$ cat src/rtl/joystick_stepper_half_step_drive_defines.svh
// ----------------------------------------------------------------------------
// joystick stepper half-step drive - assertion macros
// shared concurrent assertion forms, clocked on clk, disabled in reset
// ----------------------------------------------------------------------------
`ifndef JOYSTICK_STEPPER_HALF_STEP_DRIVE_DEFINES_SVH
`define JOYSTICK_STEPPER_HALF_STEP_DRIVE_DEFINES_SVH

// same-cycle implication
`define JSHS_ASSERT_NOW(lbl, ante, cons) \
	lbl: assert property (@(posedge clk) disable iff (!arst_n) (ante) |-> (cons)) \
		else $error("jshs assertion failed");

// next-cycle implication
`define JSHS_ASSERT_NEXT(lbl, ante, cons) \
	lbl: assert property (@(posedge clk) disable iff (!arst_n) (ante) |=> (cons)) \
		else $error("jshs assertion failed");

`endif

$ cat src/rtl/jshs_pkg.sv
// ----------------------------------------------------------------------------
// jshs_pkg
// types, register indexes, reset values and the coil table of the drive
// ----------------------------------------------------------------------------
`default_nettype none

package jshs_pkg;

	typedef enum logic [2:0] {
		ST_IDLE,
		ST_MUL,
		ST_DIV,
		ST_IV,
		ST_DONE
	} jshs_state_t;

	localparam logic [1:0] REG_DEADBAND = 2'd0;
	localparam logic [1:0] REG_SLOWEST  = 2'd1;
	localparam logic [1:0] REG_FASTEST  = 2'd2;

	localparam logic [8:0] DEADBAND_RST = 9'd50;
	localparam logic [9:0] SLOWEST_RST  = 10'd30;
	localparam logic [9:0] FASTEST_RST  = 10'd2;

	// half-step sequence, bit0 is the first coil
	function automatic logic [3:0] coil_lookup(input logic [2:0] phase);
		logic [3:0] pat;
		case (phase)
			3'd0: pat = 4'b0001;
			3'd1: pat = 4'b0011;
			3'd2: pat = 4'b0010;
			3'd3: pat = 4'b0110;
			3'd4: pat = 4'b0100;
			3'd5: pat = 4'b1100;
			3'd6: pat = 4'b1000;
			3'd7: pat = 4'b1001;
			default: pat = 4'b0000;
		endcase
		return pat;
	endfunction

endpackage

`default_nettype wire

$ cat src/rtl/joystick_stepper_half_step_drive.sv
// ----------------------------------------------------------------------------
// joystick_stepper_half_step_drive
// joystick axis sample in, half-step coil pattern out, one result per tick
// ----------------------------------------------------------------------------
// usage:
//   s_* channel: one transfer per tick, carrying one joystick axis sample
//   m_* channel: one transfer per tick: coil pattern, motion flag, running
//   cfg_* channel: register writes (deadband, slowest, fastest interval),
//   always ready, to be used only while no tick is in flight
// timing:
//   a sample inside the deadband goes from its transfer straight to the
//   result state; one outside first passes the multiply, divide and interval
//   states, the restoring divider retiring one quotient bit a cycle
//   over the SAMPLE_BITS + 10 bit product of the offset and interval span
//   s_tready is high only while the sequencer is idle, so one tick is in
//   work at a time; the next tick may be taken while a result still waits
// reset:
//   arst_n clears coils, flag, tick counter and phase, and loads the
//   register defaults (deadband 50, slowest 30, fastest 2)
// stall:
//   a result that is not taken holds m_tdata; the sequencer parks in its
//   final state until m_tready frees the output slot
// ----------------------------------------------------------------------------
`default_nettype none

module joystick_stepper_half_step_drive
	import jshs_pkg::*;
#(
	parameter int SAMPLE_BITS = 10
) (
	input  wire logic                                   clk,
	input  wire logic                                   arst_n,
	// input stream
	input  wire logic                                   s_tvalid,
	output logic                                        s_tready,
	input  wire logic [((SAMPLE_BITS + 7) / 8) * 8 - 1:0] s_tdata,  // joystick_sample
	// output stream
	output logic                                        m_tvalid,
	input  wire logic                                   m_tready,
	output logic [7:0]                                  m_tdata,  // coil_pattern[3:0],
	                                                                // motion_flag, running
	// register writes
	input  wire logic                                   cfg_valid,
	output logic                                        cfg_ready,
	input  wire logic [1:0]                             cfg_index,
	input  wire logic [9:0]                             cfg_data
);

`include "joystick_stepper_half_step_drive_defines.svh"

	// widths
	localparam int SB   = SAMPLE_BITS;
	localparam int CW   = (SB > 9) ? SB : 9;       // compare width, sample vs deadband
	localparam int PW   = SB + 10;                 // product and quotient width
	localparam int CNTW = $clog2(PW);
	localparam logic [SB-1:0]   MID      = {1'b1, {(SB - 1){1'b0}}};
	localparam logic [CNTW-1:0] DIV_LAST = CNTW'(PW - 1);

	// configuration registers
	logic [8:0] deadband_q;
	logic [9:0] slowest_q;
	logic [9:0] fastest_q;

	// drive state, also the output register
	logic       run_mode_q;
	logic [2:0] phase_q;
	logic [9:0] tick_q;
	logic [3:0] coil_q;
	logic       motion_q;
	logic       m_tvalid_q;

	// sequencer
	jshs_state_t state_q, state_d;
	logic [CNTW-1:0] cnt_q;

	// per-tick working registers
	logic          neg_q;
	logic          run_q;
	logic [SB-1:0] mag_q;
	logic [9:0]    span_q;
	logic [SB-1:0] den_q;
	logic [SB-1:0] rem_q;
	logic [PW-1:0] prod_q;   // product, shifted out while the quotient shifts in
	logic [9:0]    iv_q;

	// decoded sequencer outputs
	logic in_take;
	logic do_mul;
	logic do_div;
	logic do_iv;
	logic out_free;
	logic do_done;

	assign cfg_ready = 1'b1;

	// ---------------------------------------------------------------- datapath
	logic [SB-1:0] sample;
	logic          neg;
	logic [SB-1:0] mag;
	logic          run;
	logic [9:0]    span;

	assign sample = s_tdata[SB-1:0];
	assign neg    = sample < MID;
	assign mag    = neg ? (MID - sample) : (sample - MID);
	assign run    = CW'(mag) > CW'(deadband_q);
	assign span   = (slowest_q > fastest_q) ? (slowest_q - fastest_q) : 10'd0;

	// offset beyond the deadband and distance from deadband edge to mid-scale
	logic [CW-1:0] diff_w;
	logic [CW-1:0] den_w;
	assign diff_w = CW'(mag_q) - CW'(deadband_q);
	assign den_w  = CW'(MID) - CW'(deadband_q);

	// one restoring divide step
	logic [SB:0]   trial;
	logic          q_bit;
	logic [SB:0]   trial_sub;
	assign trial     = {rem_q, prod_q[PW-1]};
	assign q_bit     = trial >= {1'b0, den_q};
	assign trial_sub = trial - {1'b0, den_q};

	// interval from the quotient: linear fall, clamped at the fastest
	logic [9:0] iv_raw;
	logic [9:0] iv;
	assign iv_raw = (prod_q <= PW'(slowest_q)) ? (slowest_q - prod_q[9:0]) : 10'd0;
	assign iv     = (iv_raw < fastest_q) ? fastest_q : iv_raw;

	// step decision
	logic [9:0] tick_inc;
	logic       step;
	logic [2:0] phase_step;
	assign tick_inc   = tick_q + 10'd1;
	assign step       = tick_inc >= iv_q;
	assign phase_step = neg_q ? (phase_q + 3'd1) : (phase_q - 3'd1);

	always_ff @(posedge clk) begin
		if (in_take) begin
			neg_q  <= neg;
			run_q  <= run;
			mag_q  <= mag;
			span_q <= span;
		end
		if (do_mul) begin
			prod_q <= PW'(diff_w[SB-1:0]) * PW'(span_q);
			den_q  <= den_w[SB-1:0];
			rem_q  <= '0;
		end
		if (do_div) begin
			rem_q  <= q_bit ? trial_sub[SB-1:0] : trial[SB-1:0];
			prod_q <= {prod_q[PW-2:0], q_bit};
		end
		if (do_iv) begin
			iv_q <= iv;
		end
	end

	// ---------------------------------------------------------------- sequencer
	always_comb begin
		state_d = state_q;
		case (state_q)
			ST_IDLE: if (s_tvalid) begin
				state_d = run ? ST_MUL : ST_DONE;
			end
			ST_MUL:  state_d = ST_DIV;
			ST_DIV:  if (cnt_q == DIV_LAST) begin
				state_d = ST_IV;
			end
			ST_IV:   state_d = ST_DONE;
			ST_DONE: if (out_free) begin
				state_d = ST_IDLE;
			end
			default: state_d = ST_IDLE;
		endcase
	end

	assign out_free = !m_tvalid_q || m_tready;

	always_comb begin
		s_tready = 1'b0;
		do_mul   = 1'b0;
		do_div   = 1'b0;
		do_iv    = 1'b0;
		do_done  = 1'b0;
		case (state_q)
			ST_IDLE: s_tready = 1'b1;
			ST_MUL:  do_mul   = 1'b1;
			ST_DIV:  do_div   = 1'b1;
			ST_IV:   do_iv    = 1'b1;
			ST_DONE: do_done  = out_free;
			default: s_tready = 1'b0;
		endcase
	end

	assign in_take = s_tvalid && s_tready;

	always_ff @(posedge clk or negedge arst_n) begin
		if (!arst_n) begin
			state_q <= ST_IDLE;
			cnt_q   <= '0;
		end else begin
			state_q <= state_d;
			if (do_div) begin
				cnt_q <= cnt_q + CNTW'(1);
			end else begin
				cnt_q <= '0;
			end
		end
	end

	// ---------------------------------------------------------------- registers
	always_ff @(posedge clk or negedge arst_n) begin
		if (!arst_n) begin
			deadband_q <= DEADBAND_RST;
			slowest_q  <= SLOWEST_RST;
			fastest_q  <= FASTEST_RST;
		end else if (cfg_valid && cfg_ready) begin
			case (cfg_index)
				REG_DEADBAND: deadband_q <= cfg_data[8:0];
				REG_SLOWEST:  slowest_q  <= cfg_data;
				REG_FASTEST:  fastest_q  <= cfg_data;
				default:      ; // writes beyond the register list are dropped
			endcase
		end
	end

	// ---------------------------------------------------------------- drive state
	always_ff @(posedge clk or negedge arst_n) begin
		if (!arst_n) begin
			run_mode_q <= 1'b0;
			phase_q    <= 3'd0;
			tick_q     <= 10'd0;
			coil_q     <= 4'd0;
			motion_q   <= 1'b0;
			m_tvalid_q <= 1'b0;
		end else begin
			if (do_done) begin
				m_tvalid_q <= 1'b1;
			end else if (m_tready) begin
				m_tvalid_q <= 1'b0;
			end
			if (do_done) begin
				run_mode_q <= run_q;
				if (!run_q) begin
					// centred: coils off, counter and flag cleared, phase kept
					tick_q   <= 10'd0;
					coil_q   <= 4'd0;
					motion_q <= 1'b0;
				end else if (step) begin
					tick_q   <= 10'd0;
					phase_q  <= phase_step;
					coil_q   <= coil_lookup(phase_step);
					motion_q <= neg_q;
				end else begin
					tick_q   <= tick_inc;
				end
			end
		end
	end

	assign m_tvalid = m_tvalid_q;
	assign m_tdata  = {2'b00, run_mode_q, motion_q, coil_q};

	// ---------------------------------------------------------------- assertions
	// one tick at a time: a transfer in leaves the input closed
	`JSHS_ASSERT_NEXT(a_busy_after_take, in_take, !s_tready)
	// an idle result has the coils off and the flag clear
	`JSHS_ASSERT_NOW(a_idle_coils_off, m_tvalid && !m_tdata[5], m_tdata[3:0] == 4'd0 && !m_tdata[4])
	// the offset never exceeds the distance to mid-scale, so the quotient stays within span
	`JSHS_ASSERT_NOW(a_quot_in_span, state_q == ST_IV, prod_q <= PW'(span_q))
	// a result is produced only when the slot is free, never overwriting a pending one
	`JSHS_ASSERT_NOW(a_no_overwrite, do_done, !m_tvalid_q || m_tready)

endmodule

`default_nettype wire

$ cat config.mk
export PLATFORM = sky130hd
export DESIGN_NAME = joystick_stepper_half_step_drive
export DESIGN_NICKNAME = d
export VERILOG_FILES = /design/src/rtl/jshs_pkg.sv /design/src/rtl/joystick_stepper_half_step_drive.sv
export VERILOG_INCLUDE_DIRS = /design/src /design/src/rtl
export SDC_FILE = /design/constraint.sdc
export NUM_CORES = 1
export LEC_CHECK = 0
export BUFFER_PORTS_ARGS = -buffer_cell sky130_fd_sc_hd__buf_4
export CORE_UTILIZATION = 45
export CTS_CLUSTER_SIZE = 30
export DETAILED_ROUTE_END_ITERATION = 8
export GPL_ROUTABILITY_DRIVEN = 0
export GPL_TIMING_DRIVEN = 0
export PLACE_DENSITY = 0.67
export SLEW_MARGIN = 5
export SYNTH_ARGS = -nofsm -noshare
export SYNTH_HDL_FRONTEND = slang
export SYNTH_SLANG_ARGS = --single-unit
$ cat constraint.sdc
create_clock -name clk -period 8.9 [get_ports clk]
set_input_delay 1.78 -clock clk [delete_from_list [all_inputs] [get_ports clk]]
set_output_delay 1.78 -clock clk [all_outputs]
set_load 0.02 [all_outputs]
==> metrics.txt, run 1 <==
DR iter-0 viols 481; met1 Use GR around 29%; hold crit path type reg -> reg; initial antenna violation count 0; final hold violations 0; row cnt 58; final setup margin roughly 1.1 ns; clk buf depth 2; number of max-cap violations 0; crit-path leading delay family adder cells; setup TNS 0 ns; number of global-route vias before repair 8758; dpl ws 1.16 ns; met2 Usage GRT 34.0%; Routed Antenna Nets 0; Synth Register Bits 129; CP Capture Type register; # IOs 44; Final Setup Violations 0; synth unique cells 66; GRT Util Overall 20.8%; Post-Route Utilization between 50% and 60%; unrepaired setup endpoints after global routing no; CP most frequent cell fa_1; first drt pass iteration count 5; layer with the highest usage met2; max incr delay on CP 0.75 ns; clk sink count 129; Avg Synthesized Cell Area approximately 9.8 µm²; via/cell ratio ~5.4; share of the synthesized area in the top cell type around a fifth; nets 1467; Area Growth Syn to Fin 11.1%; max_slew headroom 30.6%; layout cell share with drive strength beyond 1 10.8%; run status completed; Starting Density 45.7%; Post-synth EDFFs 72; kind of critical path reg -> reg; Max Clock Skew 0.0101 ns; M3 GR Usage under 10%; DIE AREA approximately 26000 µm²; postcts setup bufs 0; crit path max fanout 10; CP max stage cell xor2_1; CP Data Required Time 9.18 ns; CTS tree done; ANT cells 0; insertion delay to the later sink of the worst-skew pair between 0.4 and 0.5 ns; asr flop ratio synth 44.2%; routed len/inst 16.3 µm; IO buf count 33; CTS Buf Count 17; pin count of the biggest net entering global routing 58; FMAX approximately 130 MHz; Slew Viols, Final 0; Top FF cell, synth edfxtp_1; Worst-Margin Slew about 1.0 ns; DR vias around 8500; Die Span Y 162 µm; post-CTS sizing 0; hold-fix buffer count after cts 0; cell taking the most area after synthesis edfxtp_1; H-tree lvl count 4; clock root cell clkbuf_16; Worst EP arrival around 8 ns; final WL 25600 µm; Worst setup SP type register; GRT overflow 0; synthesis warning total 0; drt drc 0; Seq/Total Area, Yosys 31.3%; CP Buf/Inv Count 3; Reg clk slew, reported paths 0.06 ns; first-pass GRT wire length approximately 43000 µm; Tcrit/Tclk final just under 90%; Mapped Area about 11000 µm²; min Tclk post-route a little under 8 ns; Post-Syn Instances 1176; CORE AREA 25100 µm²; width of the die about 160 µm; Post-DP HPWL 20300 µm; top cells by area, synth edfxtp_1, ha_1, fa_1, dfrtp_1, inv_1
registers in the layout, indices dropped and copies added (netlist names), 5 cells and up:
register,cells
prod_q,20
den_q,10
fastest_q,10
iv_q,10
mag_q,10
rem_q,10
slowest_q,10
span_q,10
tick_q,10
deadband_q,9
cnt_q,5
worst register-to-register path: stages (launching register included):
cell and delay [ns]:
dfrtp_1 0.50, ha_1 0.30, fa_1 0.42, nor2b_1 0.14, o21ai_0 0.11, a21boi_0 0.23
o21ai_0 0.15, nand2_1 0.11, xor2_1 0.75, nand2_1 0.19, fa_1 0.56, inv_1 0.05
fa_1 0.53, fa_1 0.44, fa_1 0.54, inv_1 0.05, fa_1 0.53, inv_1 0.04
ha_1 0.35, a21oi_1 0.09, o21ai_0 0.35, a31oi_1 0.14, o21ai_2 0.23, a21oi_1 0.13
or4b_2 0.62, nand3_1 0.10
routing by layer:
layer	wire length [µm]	vias up
li1	-	4156
met1	12300	4125
met2	11900	149
met3	979	32
met4	500	0
met5	0	-
path summary, 6_finish.rpt:
| path | slack [ns] | end | startpoint | depth (start not counted) |
|---|---|---|---|---|
| setup / recovery | 1.11 | prod_q[17]$_DFFE_PP_ | deadband_q[0]$_DFFE_PN0P_ | 25 |
| hold / removal | 0.47 | cnt_q[0]$_DFF_PN0_ | cnt_q[0]$_DFF_PN0_ | 1 |
| setup reg to reg | 1.11 | prod_q[17]$_DFFE_PP_ | deadband_q[0]$_DFFE_PN0P_ | 25 |
| hold reg to reg | 0.47 | cnt_q[0]$_DFF_PN0_ | cnt_q[0]$_DFF_PN0_ | 1 |
| max in group asynchronous | 6.98 | cnt_q[1]$_DFF_PN0_ | arst_n | 1 |
| min in group asynchronous | 1.42 | fastest_q[7]$_DFFE_PN0P_ | arst_n | 1 |
layout by cell type, fill, tap and decap left out, types with 34 or more instances in the layout:
| cell type | count |
|---|---|
| inv_1 | 148 |
| ha_1 | 138 |
| nand2_1 | 102 |
| edfxtp_1 | 72 |
| fa_1 | 67 |
| o21ai_0 | 59 |
| nor2_1 | 52 |
| dfrtp_1 | 49 |
| and2_1 | 46 |
| a21oi_1 | 43 |
| xnor2_1 | 41 |
| buf_4 | 38 |
| nor3_1 | 34 |
synth_stat cells, types with 4 or more instances:
cell,number
a32o_1,6
inv_1,148
buf_4,5
nor2_1,52
nor3b_1,7
nor2b_1,33
and3_1,12
a21oi_1,43
nor4_1,8
nor3_1,34
clkbuf_1,19
nand3_1,28
a31o_2,4
o21ai_0,59
a31oi_1,9
o311ai_0,4
nand2b_1,19
o21bai_1,4
xor2_1,25
nand4_1,13
nand2_1,102
a211oi_1,8
dfstp_2,8
edfxtp_1,72
and2_1,46
fa_1,67
o31ai_1,10
a21o_1,19
dfrtp_1,49
ha_1,138
xnor2_1,41
mux2_2,33
per-stage QoR:
stage	cells	area, µm²	hold slack (ns)
after floorplan	1177	11500	0.433
final	1572	12800	0.466
after CTS	1572	12800	0.471
after global routing	1572	12800	0.484
after global placement	1540	12200	0.450
after detailed placement	1540	12200	0.462
logic make-up (layout without fill, tap and decap cells):
kind of cell | after synthesis | count (layout) | synth area share, %
AND/OR/NAND/NOR | 370 | 370 | 16.4
adder cells (fa/ha/maj) | 205 | 205 | 26.7
AO/OA/AOI/OAI | 193 | 193 | 11.0
buffers and inverters | 175 | 240 | 5.90
flip-flops | 129 | 129 | 31.3
XOR/XNOR | 66 | 66 | 5.03
multiplexers | 36 | 36 | 3.50
other | 2 | 3 | 0.0654
cell type report:
type                    instances  area [µm²]
fillers                      2398       12300
multi-input cells             873        7220
flip-flops and latches        129        3600
inverters                     148         556
clock buffers                  20         489
well taps                     330         413
repair buffers                 33         248
plain buffers                  27         123
clock inverters                12         113
Power of run 1 is left out: the tool's default activity adds up to more than one toggle a clock period on the data nets, which glitch-free logic cannot reach.
==> run 2: changes to the inputs <==
--- a/config.mk
+++ b/config.mk
@@ -7,12 +7,12 @@
 export NUM_CORES = 1
 export LEC_CHECK = 0
 export BUFFER_PORTS_ARGS = -buffer_cell sky130_fd_sc_hd__buf_4
-export CORE_UTILIZATION = 45
+export CORE_UTILIZATION = 40
 export CTS_CLUSTER_SIZE = 30
 export DETAILED_ROUTE_END_ITERATION = 8
 export GPL_ROUTABILITY_DRIVEN = 0
 export GPL_TIMING_DRIVEN = 0
-export PLACE_DENSITY = 0.67
+export PLACE_DENSITY = 0.62
 export SLEW_MARGIN = 5
 export SYNTH_ARGS = -nofsm -noshare
 export SYNTH_HDL_FRONTEND = slang
==> run 2 against run 1 <==
  * Non-clock buffer count is the same
  * Worst hold slack gained 0.0063 ns
  * Critical path depth is the same
  * Final cell count grew 3.1%
  * Register-to-register slack gained 0.04 ns
  * Via count is essentially flat
  * First-iteration DRC count grew 0.62%
  * Core utilization shrank 5.0 points
  * Clock skew shrank 0.00088 ns
  * Sequential cell count is the same
  * Final area grew 0.61%
  * Critical path type unchanged
==> metrics.txt, run 2 (synthesized netlist as in run 1, its figures left out) <==
# IOs 44 (unchanged); Die Span Y 171 µm (was 162 µm); final hold violations 0 (unchanged); IO buf count 33 (unchanged); Setup crit end prod_q[17]$_DFFE_PP_ (unchanged); via/cell ratio 5.22 (was 5.38); leading cell type in the layout, fill and taps excluded inv_1 (unchanged); DR vias 8459 (was 8462); Routed Antenna Nets 0 (unchanged); Worst-Margin Slew 1.12 ns (was 1.04 ns); Met3 Routed Length 1030 µm (was 979 µm); DR iter-0 viols 484 (was 481); metal2 WL 12100 µm (was 11900 µm); GRT overflow 0 (unchanged); FMAX 129 MHz (was 128 MHz); setup TNS 0 ns (unchanged); routed len/inst 16.0 µm (was 16.3 µm); kind of critical path reg -> reg (unchanged); pin count of the biggest net entering global routing 58 (unchanged); FF-to-FF Start deadband_q[0]$_DFFE_PN0P_ (unchanged); Worst Setup SP deadband_q[0]$_DFFE_PN0P_ (unchanged); Largest Register prod_q (unchanged); reg-to-reg slack, setup 1.16 ns (was 1.11 ns); H-tree lvl count 4 (unchanged); WL met1 12500 µm (was 12300 µm); CTS tree done (unchanged); run status completed (unchanged); Max Clock Skew 0.00919 ns (was 0.0101 ns); clock root cell clkbuf_16 (unchanged); DIE AREA 29400 µm² (was 26200 µm²); Worst EP arrival 8.02 ns (was 8.07 ns); crit path max fanout 10 (unchanged); number of max-cap violations 0 (unchanged); final WL 25900 µm (was 25600 µm); max FFs per register 20 (unchanged); postcts setup bufs 0 (unchanged); R2R cell count 25 (unchanged); initial antenna violation count 1 (was 0); Slew Viols, Final 0 (unchanged); first-pass GRT wire length 43600 µm (was 43100 µm); Reg clk slew, reported paths 0.06 ns (about the same); Tcrit/Tclk final 87.0% (was 87.5%); top layer in use met4 (unchanged); CP Data Required Time 9.18 ns (about the same); first drt pass iteration count 5 (unchanged); CORE AREA 28000 µm² (was 25100 µm²); nets 1467 (unchanged); post-CTS sizing 0 (unchanged); clk buf depth 2 (unchanged); ANT cells 0 (unchanged); max_slew headroom 23.2% (was 30.6%); Filler cells 2683 (was 2398); insertion delay to the later sink of the worst-skew pair 0.42 ns (about the same); Area Growth Syn to Fin 11.8% (was 11.1%); min Tclk post-route 7.74 ns (was 7.79 ns); CP Capture Type register (unchanged); width of the die 171 µm (was 162 µm); row cnt 61 (was 58); Starting Density 41.0% (was 45.7%); Post-DP HPWL 20700 µm (was 20300 µm); unrepaired setup endpoints after global routing no (unchanged); clk sink count 129 (unchanged); hold crit path type reg -> reg (unchanged); Final Setup Violations 0 (unchanged); layout cell share with drive strength beyond 1 10.6% (was 10.8%); hold-fix buffer count after cts 0 (unchanged); reg-to-reg endpoint prod_q[17]$_DFFE_PP_ (unchanged); most frequent cells in the layout inv_1, ha_1, nand2_1 (unchanged); GRT Util Overall 19.0% (was 20.8%); Worst setup SP type register (unchanged); drt drc 0 (unchanged); CTS Buf Count 17 (unchanged); number of global-route vias before repair 8647 (was 8758)
-- run 2: critical path: stages, from the launching register on --
cell and delay, ns:
dfrtp_1 0.50, ha_1 0.29, fa_1 0.41, nor2b_1 0.12, o21ai_0 0.10, a21boi_0 0.26, o21ai_0 0.16, nand2_1 0.11
xor2_1 0.73, nand2_1 0.18, fa_1 0.57, inv_1 0.05, fa_1 0.54, fa_1 0.45, fa_1 0.54, inv_1 0.05
fa_1 0.52, inv_1 0.04, ha_1 0.36, a21oi_1 0.08, o21ai_0 0.35, a31oi_1 0.13, o21ai_2 0.22, a21oi_1 0.12
or4b_2 0.61, nand3_1 0.09
-- run 2: worst min-delay path by stage --
stage | to | start | slack [ns] | depth (start not counted)
2_1_floorplan | cnt_q[0]$_DFF_PN0_ | cnt_q[0]$_DFF_PN0_ | 0.43 | 1
6_report | cnt_q[0]$_DFF_PN0_ | cnt_q[0]$_DFF_PN0_ | 0.47 | 1
3_3_place_gp | cnt_q[0]$_DFF_PN0_ | cnt_q[0]$_DFF_PN0_ | 0.45 | 1
3_5_place_dp | run_mode_q$_DFFE_PN0P_ | run_mode_q$_DFFE_PN0P_ | 0.47 | 2
5_1_grt | cnt_q[0]$_DFF_PN0_ | cnt_q[0]$_DFF_PN0_ | 0.49 | 1
4_1_cts | cnt_q[0]$_DFF_PN0_ | cnt_q[0]$_DFF_PN0_ | 0.48 | 1
-- run 2: layer usage --
metal  track usage [%]  up-vias
li1                  -     4148
met1              26.4     4123
met2              31.6      169
met3              2.53       19
met4              3.88        0
met5                 0        -
-- run 2: cell type report --
cell class	instances	area, µm²	share of cell area (%)
plain buffers	27	123	0.955
clock buffers	22	528	4.11
clock inverters	10	91.3	0.712
inverters	148	556	4.33
multi-input cells	873	7220	56.2
flip-flops and latches	129	3600	28.0
well taps	378	473	3.68
repair buffers	33	248	1.93
-- run 2: metrics by stage --
stage | area [µm²] | setup WS (ns) | util, % | instances | hold WS, ns
global route | 12800 | 0.698 | 45.8 | 1620 | 0.488
finish | 12800 | 1.16 | 45.8 | 1620 | 0.472
CTS | 12800 | 1.17 | 45.8 | 1620 | 0.477
global placement | 12200 | 1.23 | 43.6 | 1588 | 0.447
floorplan | 11500 | 2.20 | - | 1177 | 0.433
detailed placement | 12200 | 1.19 | 43.6 | 1588 | 0.468
Power of run 2 is left out for the same reason.
